`config.mk`:
```
export PLATFORM = sky130hd
export DESIGN_NAME = fhhl_interp
export DESIGN_NICKNAME = d
export VERILOG_FILES = /design/src/sv/floating_horizon_hidden_line_assert.svh /design/src/sv/fhhl_pkg.sv /design/src/sv/fhhl_interp.sv
export SDC_FILE = /design/constraint.sdc
export NUM_CORES = 1
export LEC_CHECK = 0
export ABC_AREA = 1
export BUFFER_PORTS_ARGS = -buffer_cell sky130_fd_sc_hd__buf_2
export CELL_PAD_IN_SITES_DETAIL_PLACEMENT = 1
export CELL_PAD_IN_SITES_GLOBAL_PLACEMENT = 1
export CORE_ASPECT_RATIO = 1.25
export CORE_MARGIN = 5
export CORE_UTILIZATION = 45
export DETAILED_ROUTE_END_ITERATION = 10
export GPL_ROUTABILITY_DRIVEN = 0
export PLACE_DENSITY = 0.87
export REMOVE_ABC_BUFFERS = 1
export SYNTH_ARGS = -nofsm -noshare
export SYNTH_HDL_FRONTEND = slang
export SYNTH_SLANG_ARGS = --single-unit
```
`constraint.sdc`:
```
create_clock -name clk -period 12.6 [get_ports clk]
set_input_delay 2.52 -clock clk [delete_from_list [all_inputs] [get_ports clk]]
set_output_delay 2.52 -clock clk [all_outputs]
set_load 0.01 [all_outputs]
```
`src/sv/floating_horizon_hidden_line_assert.svh`:
```
// assertion macros for the hidden-line block
`ifndef FLOATING_HORIZON_HIDDEN_LINE_ASSERT_SVH
`define FLOATING_HORIZON_HIDDEN_LINE_ASSERT_SVH
`ifndef ASSERT_OFF
// condition must hold in the same cycle
`define FHHL_ASSERT_NOW(lbl, clk_i, rstn_i, ante, cons) \
	lbl: assert property (@(posedge clk_i) disable iff (!rstn_i) (ante) |-> (cons)) \
		else $error("hidden-line check failed");
// condition must hold in the following cycle
`define FHHL_ASSERT_NEXT(lbl, clk_i, rstn_i, ante, cons) \
	lbl: assert property (@(posedge clk_i) disable iff (!rstn_i) (ante) |=> (cons)) \
		else $error("hidden-line check failed");
`else
`define FHHL_ASSERT_NOW(lbl, clk_i, rstn_i, ante, cons)
`define FHHL_ASSERT_NEXT(lbl, clk_i, rstn_i, ante, cons)
`endif
`endif

```
`src/sv/fhhl_pkg.sv`:
```
package fhhl_pkg;

	localparam int COORD_W   = 10;
	localparam int COLS      = 1024;
	localparam int COL_W     = 10;
	localparam int INC_W     = 10;
	localparam int DIV_NUM_W = 22;
	localparam int DIV_DEN_W = 11;

	typedef logic [COORD_W-1:0] coord_t;

	typedef enum logic [0:0] {
		OP_DRAW  = 1'b0,
		OP_CLEAR = 1'b1
	} opcode_t;

	typedef struct packed {
		logic   opcode;
		coord_t start_x;
		coord_t start_y;
		coord_t end_x;
		coord_t end_y;
	} item_t;

	typedef struct packed {
		coord_t piece_x0;
		coord_t piece_y0;
		coord_t piece_x1;
		coord_t piece_y1;
		logic   last_piece;
		logic   span_error;
	} piece_t;

	// point class against the two horizons
	typedef enum logic [1:0] {
		CL_HIDDEN,
		CL_ABOVE,
		CL_BELOW
	} cls_t;

	// what one walk step does
	typedef enum logic [2:0] {
		MD_NONE,
		MD_DIRECT,
		MD_CUT_END,
		MD_CUT_START,
		MD_DOUBLE
	} mode_t;

	// end points of the emitted piece: previous, intersection, current
	typedef enum logic [1:0] {
		FM_PC,
		FM_PI,
		FM_IC
	} form_t;

	typedef enum logic [0:0] {
		HZ_UPPER,
		HZ_LOWER
	} hz_sel_t;

	typedef enum logic [4:0] {
		S_CLR,
		S_IDLE,
		S_DECODE,
		S_P_CLS,
		S_STEP,
		S_STEP_WAIT,
		S_C_RD,
		S_C_CLS,
		S_CR_RD0,
		S_CR_CHK0,
		S_CR_NEXT,
		S_CR_WAIT,
		S_CR_RD,
		S_CR_CHK,
		S_EMIT,
		S_SW_X,
		S_SW_WAIT,
		S_SW_RD,
		S_SW_WR,
		S_AFTER,
		S_ADV,
		S_FIN,
		S_ERR
	} fsm_t;

	typedef enum logic [2:0] {
		DV_IDLE,
		DV_MUL,
		DV_PREP,
		DV_ITER,
		DV_DONE
	} div_state_t;

	typedef struct packed {
		logic   start;
		coord_t xa;
		coord_t ya;
		coord_t xb;
		coord_t yb;
		coord_t x;
	} div_req_t;

	typedef struct packed {
		logic   busy;
		logic   done;
		coord_t y;
	} div_rsp_t;

endpackage

```
`src/sv/fhhl_interp.sv`:
```
module fhhl_interp (
	input  logic               clk,
	input  logic               arst_n,
	input  fhhl_pkg::div_req_t req,
	output fhhl_pkg::div_rsp_t rsp
);

	localparam int CW    = fhhl_pkg::COORD_W;
	localparam int NUM_W = fhhl_pkg::DIV_NUM_W;
	localparam int DEN_W = fhhl_pkg::DIV_DEN_W;
	localparam int CNT_W = $clog2(NUM_W);

	fhhl_pkg::div_state_t state_q, state_d;
	logic [CNT_W-1:0]     cnt_q;

	logic signed [CW:0]     dy_q, xo_q, d_q;
	logic [CW-1:0]          ya_q;
	logic signed [NUM_W-1:0] prod_q;
	logic [NUM_W-1:0]       num_q, quo_q;
	logic [DEN_W-1:0]       den_q, rem_q;
	logic                   neg_q;

	logic [NUM_W-1:0] an;
	logic [CW:0]      ad_w;
	logic [NUM_W-1:0] num_init;
	logic [DEN_W:0]   trial, rem_sub;
	logic             ge;
	logic [CW:0]      q_lo, sum;

	// magnitudes and rounding bias: (2|n| + |d|) / (2|d|)
	always_comb begin
		an       = prod_q[NUM_W-1] ? NUM_W'(-prod_q) : NUM_W'(prod_q);
		ad_w     = d_q[CW] ? (CW+1)'(-d_q) : (CW+1)'(d_q);
		num_init = {an[NUM_W-2:0], 1'b0} + NUM_W'(ad_w[CW-1:0]);
		trial    = {rem_q, num_q[NUM_W-1]};
		ge       = trial >= {1'b0, den_q};
		rem_sub  = ge ? (trial - {1'b0, den_q}) : trial;
		q_lo     = quo_q[CW:0];
		sum      = {1'b0, ya_q} + (neg_q ? (CW+1)'(-q_lo) : q_lo);
	end

	// next state
	always_comb begin
		state_d = state_q;
		case (state_q)
			fhhl_pkg::DV_IDLE: if (req.start) state_d = fhhl_pkg::DV_MUL;
			fhhl_pkg::DV_MUL:  state_d = fhhl_pkg::DV_PREP;
			fhhl_pkg::DV_PREP: state_d = fhhl_pkg::DV_ITER;
			fhhl_pkg::DV_ITER: begin
				if (cnt_q == CNT_W'(NUM_W - 1)) state_d = fhhl_pkg::DV_DONE;
			end
			fhhl_pkg::DV_DONE: state_d = fhhl_pkg::DV_IDLE;
			default:           state_d = fhhl_pkg::DV_IDLE;
		endcase
	end

	// outputs
	always_comb begin
		rsp.busy = state_q != fhhl_pkg::DV_IDLE;
		rsp.done = state_q == fhhl_pkg::DV_DONE;
		rsp.y    = sum[CW-1:0];
	end

	always_ff @(posedge clk or negedge arst_n) begin
		if (!arst_n) begin
			state_q <= fhhl_pkg::DV_IDLE;
			cnt_q   <= '0;
		end else begin
			state_q <= state_d;
			if (state_q == fhhl_pkg::DV_PREP) cnt_q <= '0;
			else if (state_q == fhhl_pkg::DV_ITER) cnt_q <= cnt_q + 1'b1;
		end
	end

	// operand capture, product, restoring division one bit a cycle
	always_ff @(posedge clk) begin
		case (state_q)
			fhhl_pkg::DV_IDLE: begin
				if (req.start) begin
					dy_q <= $signed({1'b0, req.yb}) - $signed({1'b0, req.ya});
					xo_q <= $signed({1'b0, req.x}) - $signed({1'b0, req.xa});
					d_q  <= $signed({1'b0, req.xb}) - $signed({1'b0, req.xa});
					ya_q <= req.ya;
				end
			end
			fhhl_pkg::DV_MUL: begin
				prod_q <= dy_q * xo_q;
				neg_q  <= dy_q[CW] ^ xo_q[CW] ^ d_q[CW];
			end
			fhhl_pkg::DV_PREP: begin
				num_q <= num_init;
				den_q <= {ad_w[CW-1:0], 1'b0};
				rem_q <= '0;
				quo_q <= '0;
			end
			fhhl_pkg::DV_ITER: begin
				rem_q <= rem_sub[DEN_W-1:0];
				num_q <= {num_q[NUM_W-2:0], 1'b0};
				quo_q <= {quo_q[NUM_W-2:0], ge};
			end
			default: begin
			end
		endcase
	end

endmodule

```
==> results of run 1 <==
## logic make-up after synthesis
kind of cell / Yosys count / share of synthesized area, %
fa+ha+maj: 234 / 29.6
flops: 127 / 29.0
buf+inv: 385 / 11.2
compound gates: 164 / 6.94
xor+xnor: 101 / 6.79
simple gates: 488 / 16.5
## Yosys cell counts, drive strengths merged
cell type and n:
nand2 297, nor3 8, nand3 45, nand3b 3, o21bai 2, dfrtp 8
o21ai 66, nand4 16, xor2 65, o2111ai 1, a211oi 2, o31ai 4
o22ai 3, nor4 2, o21a 2, edfxtp 119, or2 4, buf 8
nor2 112, fa 123, ha 111, inv 351, a31oi 5, clkbuf 26
o211ai 3, a21oi 70, a21boi 4, xnor2 36, a21o 2, nor3b 1
## sequential cells by signal (all words and copies together) (netlist names), 5 cells and up
signal	count
d_q	11
num_q	22
rem_q	11
ya_q	10
den_q	10
dy_q	11
xo_q	11
prod_q	22
cnt_q	5
quo_q	10
## layout make-up
type,count,area [sq um]
fill,3421,14200
multi-input combinational,987,7820
sequential,127,3770
inverter,351,1320
tap,355,444
clock buffer,18,429
timing repair buffer,67,343
clock inverter,14,149
## worst reg2reg max path, cell delays in order (launching register included)
cell and delay [ns]:
sky130_fd_sc_hd__edfxtp_1 0.59, sky130_fd_sc_hd__nand2_1 0.18, sky130_fd_sc_hd__inv_1 0.15, sky130_fd_sc_hd__fa_1 0.58, sky130_fd_sc_hd__fa_1 0.69, sky130_fd_sc_hd__inv_1 0.12
sky130_fd_sc_hd__fa_1 0.56, sky130_fd_sc_hd__inv_1 0.06, sky130_fd_sc_hd__fa_1 0.54, sky130_fd_sc_hd__inv_1 0.06, sky130_fd_sc_hd__fa_1 0.53, sky130_fd_sc_hd__inv_1 0.05
sky130_fd_sc_hd__ha_1 0.35, sky130_fd_sc_hd__nand2_1 0.13, sky130_fd_sc_hd__nor3_1 0.38, sky130_fd_sc_hd__nand4_1 0.18, sky130_fd_sc_hd__o211ai_1 0.26, sky130_fd_sc_hd__xnor2_1 0.11
## metrics by stage
stage / instance area (sq um) / worst slack, ns / hold WS [ns]
6_report: 14300 / 6.81 / 0.501
3_5_place_dp: 13700 / 6.89 / 0.501
4_1_cts: 14300 / 6.82 / 0.509
3_3_place_gp: 13700 / 7.18 / 0.510
5_1_grt: 14300 / 6.52 / 0.526
2_1_floorplan: 12900 / 7.22 / 0.452
## final timing paths
| path | depth (start not counted) | to | start |
|---|---|---|---|
| min | 0 | den_q[1]$_DFFE_PP_ | d_q[0]$_DFFE_PP_ |
| max | 17 | prod_q[21]$_DFFE_PP_ | xo_q[2]$_DFFE_PP_ |
| min reg2reg | 0 | den_q[1]$_DFFE_PP_ | d_q[0]$_DFFE_PP_ |
| max reg2reg | 17 | prod_q[21]$_DFFE_PP_ | xo_q[2]$_DFFE_PP_ |
| min in group asynchronous | 1 | state_q[1]$_DFFE_PN0P_ | arst_n |
| max in group asynchronous | 1 | cnt_q[0]$_DFFE_PN0N_ | arst_n |
## routing by layer
metal,wire [microns],vias to the layer above
li1,-,4752
met3,977,95
met4,1500,0
met1,13400,5073
met5,0,-
met2,20300,195
==> results.md, run 1 <==
Status:
- The run finished with clean final reports.

CTS:
- The count of H-tree levels built during CTS is 4.
- Post-CTS timing repair inserted 0 buffers for setup.
- The TritonCTS clock tree is yes.
- The maximum clock insertion buffer count is 2.
- The clock tree root driver cell is sky130_fd_sc_hd__clkbuf_16.
- Clock-pin slew was measured on the worst setup and hold paths at 0.06 ns.
- The insertion delay to the later sink of the worst-skew pair is 0.44 ns.
- The number of buffers added by the clock tree synthesis step is 17.
- The tree built by TritonCTS fans out to 127 sinks.
- Once the clock tree was built, the resizer swapped 0 gates to a different size.
- For this design, the CTS-stage hold fixing added 0 buffers.

Global routing:
- Global routing consumed, on the met3 layer, 3.37% of the routing resources.
- The met1 track demand over resource is 23.9%.
- Entering global routing, the biggest net connects 50 pins.
- In the global route stage, overall resource usage came out at 22.9%.
- The global routing stage identified its most utilized layer as met2.
- For this run the aggregate overflow at the end of global routing stands at 0.
- The global routing usage on met2 is 44.7%.
- The via count of the first global-routing pass is 11.7k.
- The first-pass GRT wire length is 58,700 microns.
- The number of antenna violations at the first check in global routing is 0.

Final layout:
- Of the cells placed in the final design, the portion with a size suffix greater than 1 is 9.72%.
- The leading cell type in the layout, fill and taps excluded is sky130_fd_sc_hd__inv_1.
- The final core area utilization is 50.1%.
- The number of antenna diodes in the final layout is 0.
- The post-route non-filler standard cell count is 1,919.
- From synthesis to final layout, the design area changed by 9.50%.
- In the layout the commonest cells are sky130_fd_sc_hd__inv_1, sky130_fd_sc_hd__nand2_1, sky130_fd_sc_hd__fa_1.
- The net count reported at finish is 1,838.

Timing:
- Setup repair after global routing left no endpoint under its margin.
- The minimum clock period after layout is 5.79 ns.
- The worst max-slew margin expressed relative to the limit is 26.1%.
- The max-slew violation total from the final report is 0.
- At the pin with the least slew margin, the transition time is 1.10 ns.
- The aggregate negative setup slack is 0 ns.
- The number of hold violations in the final report was 0.
- The worst path uses 45.9% of the clock period.
- Timing would allow up to 173 MHz.
- Between clock sinks in the finished design, the worst skew comes to 0.0159 ns.
- The count of endpoints failing setup in the final report is 0.

Floorplanning:
- The die is 200 microns tall.
- 65 I/O pins were placed.
- The area of the placeable core is 28,500 sq um.
- The initialized floorplan defines 69 standard-cell rows.
- The die width is 162 microns.
- The die covers 32,500 sq um.
- The effective utilization at floorplan is 45.7%.

Synthesis:
- The synthesized design devotes to its leading area cell type 27.4% of total area.
- The netlist area before placement is 13,000 sq um.
- Sequential elements use 29.0% of the synthesized area.
- In this run, distinct cell masters in the synthesized netlist total 46.
- The dominant cell type by area after synthesis is sky130_fd_sc_hd__edfxtp_1.
- Ranked by total cell area, the synthesized netlist is headed by sky130_fd_sc_hd__edfxtp_1, sky130_fd_sc_hd__fa_1, sky130_fd_sc_hd__ha_1, sky130_fd_sc_hd__inv_1, sky130_fd_sc_hd__nand2_1.
- The synthesized design contains 127 register bits.
- The synthesized netlist cell count is 1,499.
- The per-instance average area after synthesis is 8.69 sq um.
- The count of warnings emitted by yosys is 0.

Drt:
- Across all layers, the routed design uses 10.1k vias.
- The final routed DRC violation total is 0.
- The pre-antenna-repair detailed-routing pass consisted of 5 iterations.
- After detailed routing, the total wire length is 36,200 microns.
- After the first detailed-routing iteration, the DRC count stood at 462.
- The average detailed-routed wire length per instance is 18.9 microns.
- The number of nets with antenna violations after routing is 0.
- The per-cell via count in the routed design is 5.27.

Critical path:
- The minimum setup slack among reg-to-reg paths is 6.81 ns.
- The signal on the critical path passes through nand2_1, inv_1, fa_1, fa_1, inv_1, fa_1, inv_1, fa_1, inv_1, fa_1, inv_1, ha_1, nand2_1, nor3_1, nand4_1, o211ai_1, xnor2_1.
- The cell with the largest stage delay on the worst path is sky130_fd_sc_hd__fa_1.
- The sum of buffers and inverters on the critical path is 5.
- STA classifies the critical path endpoint as a flop.
- The worst setup path is launched from a flop.
- The worst setup path category is flop to flop.
- The highest fanout seen on the critical path is 11.
- In this design, the stage delay of the slowest critical-path cell is 0.69 ns.
- Broken down by cell family, the worst path's largest delay share belongs to adder cells.
- The worst endpoint required time is 12.78 ns.
- The arrival time at the worst endpoint is 5.96 ns.

Placed design:
- The port buffer count is 64.
- The post-placement cell count is 1,887.
- After legalization and detailed placement, the total HPWL measured 28,900 microns.

Run:
- The tool flagged a number of max-cap violations equal to 0.

Worst hold path:
- In this run the worst hold path is classified as flop to flop.
Power of run 1 is left out: the tool's default activity adds up to more than one toggle a clock period on the data nets, which glitch-free logic cannot reach.
==> run 2: changes to the inputs <==
ABC_AREA = 0   (was 1)
PLACE_DENSITY = 0.85   (was 0.87)
clock period = 5.35 ns   (was 12.6 ns; I/O delays follow)
==> results.md, run 2 <==
Status:
- The run finished, with violations left.
- The final reports fail on negative setup slack.

Synthesis:
- The number of flops mapped to enable cells by yosys is 119 (unchanged).
- For this run, the leading register cell type out of synthesis is sky130_fd_sc_hd__edfxtp_1.
- The number of synthesized register bits is 127 (unchanged).
- The share of synthesized area occupied by flip-flops and latches is 29.1% (+0.11 points).
- The per-instance average area after synthesis came to 9.69 sq um (+11%).
- The fraction of registers with async set or reset after synthesis is 6.30% (unchanged).
- Ranked by instance count, the synthesized netlist is headed by sky130_fd_sc_hd__inv_1, sky130_fd_sc_hd__fa_1, sky130_fd_sc_hd__edfxtp_1, sky130_fd_sc_hd__ha_1, sky130_fd_sc_hd__nand2_1.
- The count of different cell masters after synthesis is 65 (+41%).
- By area the synthesized netlist is led by sky130_fd_sc_hd__edfxtp_1, sky130_fd_sc_hd__fa_1, sky130_fd_sc_hd__ha_1, sky130_fd_sc_hd__inv_1, sky130_fd_sc_hd__xnor2_1.
- The count of warnings emitted by yosys is 0 (unchanged).
- sky130_fd_sc_hd__edfxtp_1 takes more of the synthesized area than any other cell.
- The area share of the largest cell type after synthesis was 27.5% (+0.10 points).
- By instance count, the leading cell after synthesis is sky130_fd_sc_hd__inv_1.
- The synthesized netlist cell count was 1,340 (-11%).
- The netlist area before placement is 13,000 sq um (-0.37%).

Timing:
- The number of hold violations in the final report is 0 (unchanged).
- The largest clock skew in the final design is 0.0171 ns (+0.00114 ns).
- The fraction of the cycle the final worst path needs is 104% (+58 points).
- The minimum clock period after layout is 5.55 ns (-0.242 ns).
- The worst max-slew margin expressed relative to the limit came to 21.0% (-5.1 points).
- The count of endpoints failing setup in the final report is 8 (+8).
- The max-slew violation total from the final report is 0 (unchanged).
- The transition time at the pin with the least slew margin is 1.18 ns (+0.0775 ns).
- The highest attainable clock frequency is 180 MHz (+4.4%).
- The worst setup margin is -0.195 ns (-7.01 ns).

Critical path:
- STA classifies the critical path startpoint as a flop.
- The worst endpoint required time was 5.54 ns (-7.24 ns).
- The worst setup path category is flop to flop.
- The highest fanout seen on the critical path is 6 (-5).
- The arrival time at the worst endpoint is 5.73 ns (-0.23 ns).
- In this run the worst setup path terminates at prod_q[19]$_DFFE_PP_.
- The kind of end point of the critical path is a flop.
- The minimum setup slack among reg-to-reg paths is -0.20 ns (-7.01 ns).
- The capture point of the worst reg-to-reg path is prod_q[19]$_DFFE_PP_.
- The source of the critical timing path is dy_q[5]$_DFFE_PP_.
- The beginning of the worst register-to-register path is dy_q[5]$_DFFE_PP_.
- The cell count of the worst reg-to-reg path was 18 (+1).

Placed design:
- The port buffer count is 64 (unchanged).
- The post-placement cell count was 1,744 (-7.6%).
- The HPWL after detailed placement came to 28,000 microns (-3.3%).
- The worst-case setup slack after placement is -0.302 ns (-7.19 ns).
- The placed cell area is 13,800 sq um (+0.81%).

Final layout:
- The post-route non-filler standard cell count was 1,834 (-4.4%).
- The filler cell count in the final layout came to 3,190 (-6.8%).
- The library cells used most frequently in the layout, excluding fill and tap cells, are sky130_fd_sc_hd__inv_1, sky130_fd_sc_hd__edfxtp_1, sky130_fd_sc_hd__fa_1.
- The area of all placed cells without fillers is 15,100 sq um (+5.5%).
- The leading cell type in the layout, fill and taps excluded is sky130_fd_sc_hd__inv_1.
- The fraction of layout instances using a drive strength above 1 is 16.6% (+6.8 points).
- The sequential standard cell area is 3770 sq um (unchanged).
- The area growth from synthesis to layout is 15.9%.
- The net count reported at finish is 1,753 (-4.6%).
- The final core area utilization is 52.8% (+2.7 points).
- In the final layout, the registers with the most flip-flops are num_q (22), prod_q (22).
- The number of diodes is 0 (unchanged).
- The total area of multi-input combinational cells was 8440 sq um (+8.1%).

Floorplanning:
- The I/O pin total is 65 (unchanged).
- The vertical die dimension is 200 microns (-0.18%).
- The die outline area is 32,400 sq um (-0.35%).
- The effective utilization at floorplan is 45.6% (-0.17 points).
- The area of the placeable core was 28,500 sq um (unchanged).
- The die width is 162 microns (-0.18%).
- The site row count is 69 (unchanged).

CTS:
- The number of buffers added by the clock tree synthesis step was 17 (unchanged).
- The clock net sink count came to 127 (unchanged).
- The clock tree root driver cell is sky130_fd_sc_hd__clkbuf_16.
- The clock edge transition at the registers on the reported setup and hold paths is 0.07 ns (about the same).
- TritonCTS built the clock tree.
- The count of H-tree levels built during CTS is 4 (unchanged).
- The count of hold buffers inserted by post-cts repair is 0 (unchanged).
- The insertion delay to the later sink of the worst-skew pair was 0.45 ns (about the same).
- The maximum clock insertion buffer count came to 2 (unchanged).

Drt:
- The post-detailed-routing wire length was 44,800 microns (+24%).
- The DRC marker count from the first detailed-route iteration was 938 (+100%).
- The final routed DRC violation total is 0 (unchanged).
- The average detailed-routed wire length per instance is 24.4 microns (+30%).
- The number of nets with antenna violations after routing is 0 (unchanged).
- The total number of vias is 10.8k (+6.6%).
- The per-cell via count in the routed design is 5.88 (+12%).
- The number of detailed-routing iterations run before antenna repair was 5 (unchanged).

Power:
- The analysis attributes to cell leakage a power of 6.82 nW.
- The post-layout total power is 5.81 mW.
- The peak supply drop is 0.000237 V.
- The power density of the placed cells is 386 nW/um^2.

Global routing:
- The via count of the first global-routing pass is 11.4k (-2.3%).
- The number of antenna violations at the first check in global routing came to 0 (unchanged).
- The first-pass GRT wire length came to 59,800 microns (+1.9%).
- The pin count of the biggest net entering global routing is 44 (-12%).
- The total grt overflow is 0 (unchanged).
- The total track usage is 23.4% (+0.55 points).

Worst hold path:
- The worst hold path belongs to the class input pin to async pin.

Run:
- The number of max-cap violations came to 0 (unchanged).
==> run 2: cell count changes in the layout (fill, tap and decap cells not counted), moves of 26 or more <==
cell                      change
sky130_fd_sc_hd__xnor2_1     +31
sky130_fd_sc_hd__buf_4       +71
sky130_fd_sc_hd__nor2_1      -38
sky130_fd_sc_hd__and2_1      +57
sky130_fd_sc_hd__inv_1      -125
sky130_fd_sc_hd__xor2_1      -33
sky130_fd_sc_hd__nand2_1    -167
sky130_fd_sc_hd__nor2b_1     +26
==> run 2: kinds of logic after synthesis <==
kind of cell	synth area share, %
AOI/OAI and AO/OA	11.6
xor gates and xnor gates	6.68
adders and majority gates	29.7
buffers and inverters	8.05
DFF	29.1
muxes	0.154
and+or+nand+nor	14.8
==> run 2: how the worst min path moves through the flow <==
stage | slack, ns | from | end | depth (start not counted)
2_1_floorplan | 0.47 | state_q[2]$_DFFE_PN0P_ | state_q[0]$_DFFE_PN0P_ | 1
3_3_place_gp | 0.49 | num_q[0]$_SDFFCE_PP0N_ | num_q[1]$_DFFE_PN_ | 2
3_5_place_dp | 0.51 | num_q[0]$_SDFFCE_PP0N_ | num_q[1]$_DFFE_PN_ | 2
4_1_cts | 0.46 | arst_n | cnt_q[3]$_DFFE_PN0N_ | 1
5_1_grt | 0.47 | arst_n | cnt_q[3]$_DFFE_PN0N_ | 1
6_report | 0.47 | arst_n | state_q[0]$_DFFE_PN0P_ | 1
==> run 2: metrics by stage <==
step           hold WS, ns  TNS (ns)
2_1_floorplan        0.466         0
3_3_place_gp         0.494    -0.146
3_5_place_dp         0.515     -1.14
4_1_cts              0.462         0
5_1_grt              0.470     -1.50
6_report             0.465    -0.982
==> run 2: power breakdown <==
part	leakage (nW)	internal (mW)	switching, mW
Combinational	5.31	1.21	1.76
Clock	0.268	0.642	0.476
Sequential	1.25	1.52	0.205
Total	6.82	3.37	2.44
==> run 2: area by class of cell <==
type | instances | share of cell area (%)
Multi-Input combinational cell | 935 | 56.1
Sequential cell | 127 | 25.1
Timing Repair Buffer | 149 | 6.47
Inverter | 236 | 5.88
Clock buffer | 26 | 3.32
Tap cell | 355 | 2.95
Clock inverter | 6 | 0.216
==> run 2: what timing repair did <==
item	in CTS	in global routing
pin swaps	2	54
setup endpoints to repair	7	9
resized for setup	15	61
setup buffers	23	35
hold endpoints to repair	0	0
==> run 2: routing by layer <==
metal,GRT usage (%),vias to the layer above,wire [microns]
li1,-,4721,-
met1,25.0,5499,15900
met2,46.4,385,24500
met3,3.27,180,1540
met4,9.03,0,2920
met5,0,-,0
==> run 2: worst max-delay path: stages (launching register included) <==
cell	delay, ns
sky130_fd_sc_hd__edfxtp_1	0.52
sky130_fd_sc_hd__buf_4	0.21
sky130_fd_sc_hd__buf_4	0.13
sky130_fd_sc_hd__nand2_1	0.06
sky130_fd_sc_hd__fa_1	0.46
sky130_fd_sc_hd__fa_2	0.57
sky130_fd_sc_hd__inv_1	0.05
sky130_fd_sc_hd__ha_1	0.32
sky130_fd_sc_hd__fa_1	0.55
sky130_fd_sc_hd__inv_1	0.07
sky130_fd_sc_hd__fa_1	0.55
sky130_fd_sc_hd__inv_1	0.12
sky130_fd_sc_hd__ha_4	0.34
sky130_fd_sc_hd__o21a_1	0.27
sky130_fd_sc_hd__a21oi_4	0.13
sky130_fd_sc_hd__o21a_1	0.25
sky130_fd_sc_hd__o31ai_4	0.35
sky130_fd_sc_hd__a31oi_1	0.16
sky130_fd_sc_hd__xnor2_1	0.18
Note: power is estimated with default switching activity, not from simulation.
==> run 3: changes to the inputs <==
CELL_PAD_IN_SITES_GLOBAL_PLACEMENT = 2   (was 1)
CORE_UTILIZATION = 41   (was 45)
PLACE_DENSITY = 0.92   (was 0.85)
==> results.md, run 3 (same netlist as run 2, synthesis figures left out) <==
Drt:
- The total number of vias is 9,772 (-9.4%).
- The DRC marker count from the first detailed-route iteration is 323 (-66%).
- The number of nets with antenna violations after routing is 0 (unchanged).
- The number of detailed-routing iterations run before antenna repair was 4 (-1).
- The per-cell via count in the routed design came to 5.23 (-11%).
- The post-detailed-routing wire length came to 33,700 microns (-25%).
- The average detailed-routed wire length per instance was 18.0 microns (-26%).
- The final routed DRC violation total is 0 (unchanged).

Run:
- The number of max-cap violations is 0 (unchanged).

Status:
- The run finished with clean final reports.

Timing:
- The highest attainable clock frequency was 191 MHz (+5.8%).
- The max-slew violation total from the final report was 0 (unchanged).
- The count of endpoints failing setup in the final report is 0 (-8).
- The aggregate negative setup slack is 0 ns (+0.982 ns).
- The fraction of the cycle the final worst path needs was 98.0% (-5.7 points).
- The minimum clock period after layout was 5.24 ns (-0.302 ns).
- The worst max-slew margin expressed relative to the limit is 19.4% (-1.5 points).
- The largest clock skew in the final design is 0.0124 ns (-0.00472 ns).
- Setup repair after global routing could not meet its margin everywhere.
- The transition time at the pin with the least slew margin is 1.21 ns (+0.0229 ns).
- The number of hold violations in the final report came to 0 (unchanged).
- The worst setup margin came to 0.107 ns (+0.302 ns).

Global routing:
- The pin count of the biggest net entering global routing is 56 (+27%).
- The total track usage came to 19.2% (-4.2 points).
- The layer flagged by global routing as most heavily used is met2.
- The via count of the first global-routing pass is 10.8k (-5.3%).
- The global routing usage on met2 is 35.9% (-10 points).
- The number of antenna violations at the first check in global routing is 0 (unchanged).
- The met1 track demand over resource was 22.2% (-2.9 points).
- The total grt overflow is 0 (unchanged).
- The fraction of met3 tracks used by global routing came to 2.95% (-0.32 points).
- The first-pass GRT wire length is 55,000 microns (-8.0%).

Critical path:
- The kind of end point of the critical path is a flop.
- The most critical setup path has its startpoint at dy_q[2]$_DFFE_PP_.
- The beginning of the worst register-to-register path is dy_q[2]$_DFFE_PP_.
- The worst endpoint required time was 5.52 ns (-0.02 ns).
- The sort of element at the start of the critical path is a flop.
- The arrival time at the worst endpoint came to 5.41 ns (-0.32 ns).
- The cell count of the worst reg-to-reg path is 18 (unchanged).
- The highest fanout seen on the critical path was 8 (+2).
- The critical path is of the flop to flop type.

Final layout:
- The fraction of layout instances using a drive strength above 1 is 14.0% (-2.6 points).
- The area added between synthesis and finish is 14.1%.
- The number of diodes is 0 (unchanged).
- The net count reported at finish came to 1,735 (-1.0%).
- The leading cell type in the layout, fill and taps excluded is sky130_fd_sc_hd__inv_1.
- Leaving out fill and tap cells, the most frequent cells in the layout are sky130_fd_sc_hd__inv_1, sky130_fd_sc_hd__fa_1, sky130_fd_sc_hd__edfxtp_1.
- The largest registers in the layout are num_q (22), prod_q (22).

CTS:
- The count of hold buffers inserted by post-cts repair is 0 (unchanged).
- The insertion delay to the later sink of the worst-skew pair is 0.43 ns (-0.02 ns).
- TritonCTS built the clock tree.
- The clock net sink count is 127 (unchanged).
- The number of buffers added by the clock tree synthesis step is 17 (unchanged).
- The count of H-tree levels built during CTS is 4 (unchanged).
- The maximum clock insertion buffer count is 2 (unchanged).
- The tree is rooted in a sky130_fd_sc_hd__clkbuf_16.
- The clock edge transition at the registers on the reported setup and hold paths is 0.07 ns (about the same).

Floorplanning:
- The die width came to 169 microns (+4.5%).
- The effective utilization at floorplan came to 41.8% (-3.8 points).
- The I/O pin total was 65 (unchanged).
- The die outline area is 35,300 sq um (+9.2%).
- The vertical die dimension is 209 microns (+4.5%).
- The area of the placeable core is 31,100 sq um (+9.1%).
- The site row count is 72 (+4.3%).

Placed design:
- The HPWL after detailed placement is 26,600 microns (-4.8%).
- The worst-case setup slack after placement is -0.106 ns (+0.195 ns).
- The port buffer count came to 64 (unchanged).

Power:
- The leakage power summed over all cells is 6.75 nW (-1.0%).
- The power density of the placed cells is 371 nW/um^2 (-3.8%).
- The peak supply drop was 0.000250 V (+5.3%).

Worst hold path:
- The min-delay analysis places its worst path in the category input pin to async pin.
## run 3: layer usage
layer / vias up / wire (microns)
li1: 4679 / -
met1: 4908 / 13500
met2: 118 / 18500
met3: 67 / 647
met4: 0 / 1040
met5: - / 0
## run 3: final timing paths
check	to	slack [ns]
worst min register to register	num_q[1]$_DFFE_PN_	0.51
worst min-delay path	state_q[1]$_DFFE_PN0P_	0.47
max in group asynchronous	cnt_q[1]$_DFFE_PN0N_	4.71
worst max-delay path	prod_q[19]$_DFFE_PP_	0.11
worst max register to register	prod_q[19]$_DFFE_PP_	0.11
min in group clk	num_q[1]$_DFFE_PN_	0.51
## run 3: power breakdown
part / total [mW] / internal [mW] / leakage (nW) / switching, mW
Clock: 1.11 / 0.626 / 0.282 / 0.485
Sequential: 1.72 / 1.52 / 1.25 / 0.194
Combinational: 2.67 / 1.14 / 5.22 / 1.54
Total: 5.50 / 3.29 / 6.75 / 2.22
## run 3: stage by stage
stage                     power [mW]  hold WS [ns]  util [%]  instances  instance area (sq um)
after floorplan                 3.56         0.466         -       1298                  12800
after global placement          4.23         0.491      44.7       1801                  13900
after detailed placement        4.36         0.504      44.7       1801                  13900
after CTS                       5.51         0.455      46.9       1846                  14600
after global routing            5.93         0.461      47.7       1868                  14800
final                           5.50         0.469      47.7       1868                  14800
## run 3: timing repair
item,4_1_cts,5_1_grt
setup buffers,13,22
pin swaps,0,22
endpoints found under the setup margin,2,6
resized for setup,4,25
## run 3: layout make-up
cell class | instances | area, sq um
clock buffers | 18 | 450
fillers | 3526 | 16300
inverters | 236 | 886
clock inverters | 14 | 103
multi-input cells | 935 | 8270
well taps | 407 | 509
repair buffers | 131 | 823
flip-flops and latches | 127 | 3770
## run 3: worst max-delay path, stage by stage (launching register included)
cell                       delay (ns)
sky130_fd_sc_hd__edfxtp_1        0.49
sky130_fd_sc_hd__buf_4           0.22
sky130_fd_sc_hd__nand2_1         0.10
sky130_fd_sc_hd__fa_1            0.46
sky130_fd_sc_hd__fa_2            0.45
sky130_fd_sc_hd__fa_1            0.55
sky130_fd_sc_hd__inv_1           0.06
sky130_fd_sc_hd__fa_1            0.53
sky130_fd_sc_hd__inv_1           0.05
sky130_fd_sc_hd__fa_1            0.52
sky130_fd_sc_hd__inv_1           0.04
sky130_fd_sc_hd__ha_1            0.30
sky130_fd_sc_hd__a21o_1          0.19
sky130_fd_sc_hd__a31oi_1         0.23
sky130_fd_sc_hd__o21a_1          0.19
sky130_fd_sc_hd__o31ai_1         0.08
sky130_fd_sc_hd__buf_4           0.16
sky130_fd_sc_hd__a31oi_1         0.23
sky130_fd_sc_hd__xnor2_1         0.11
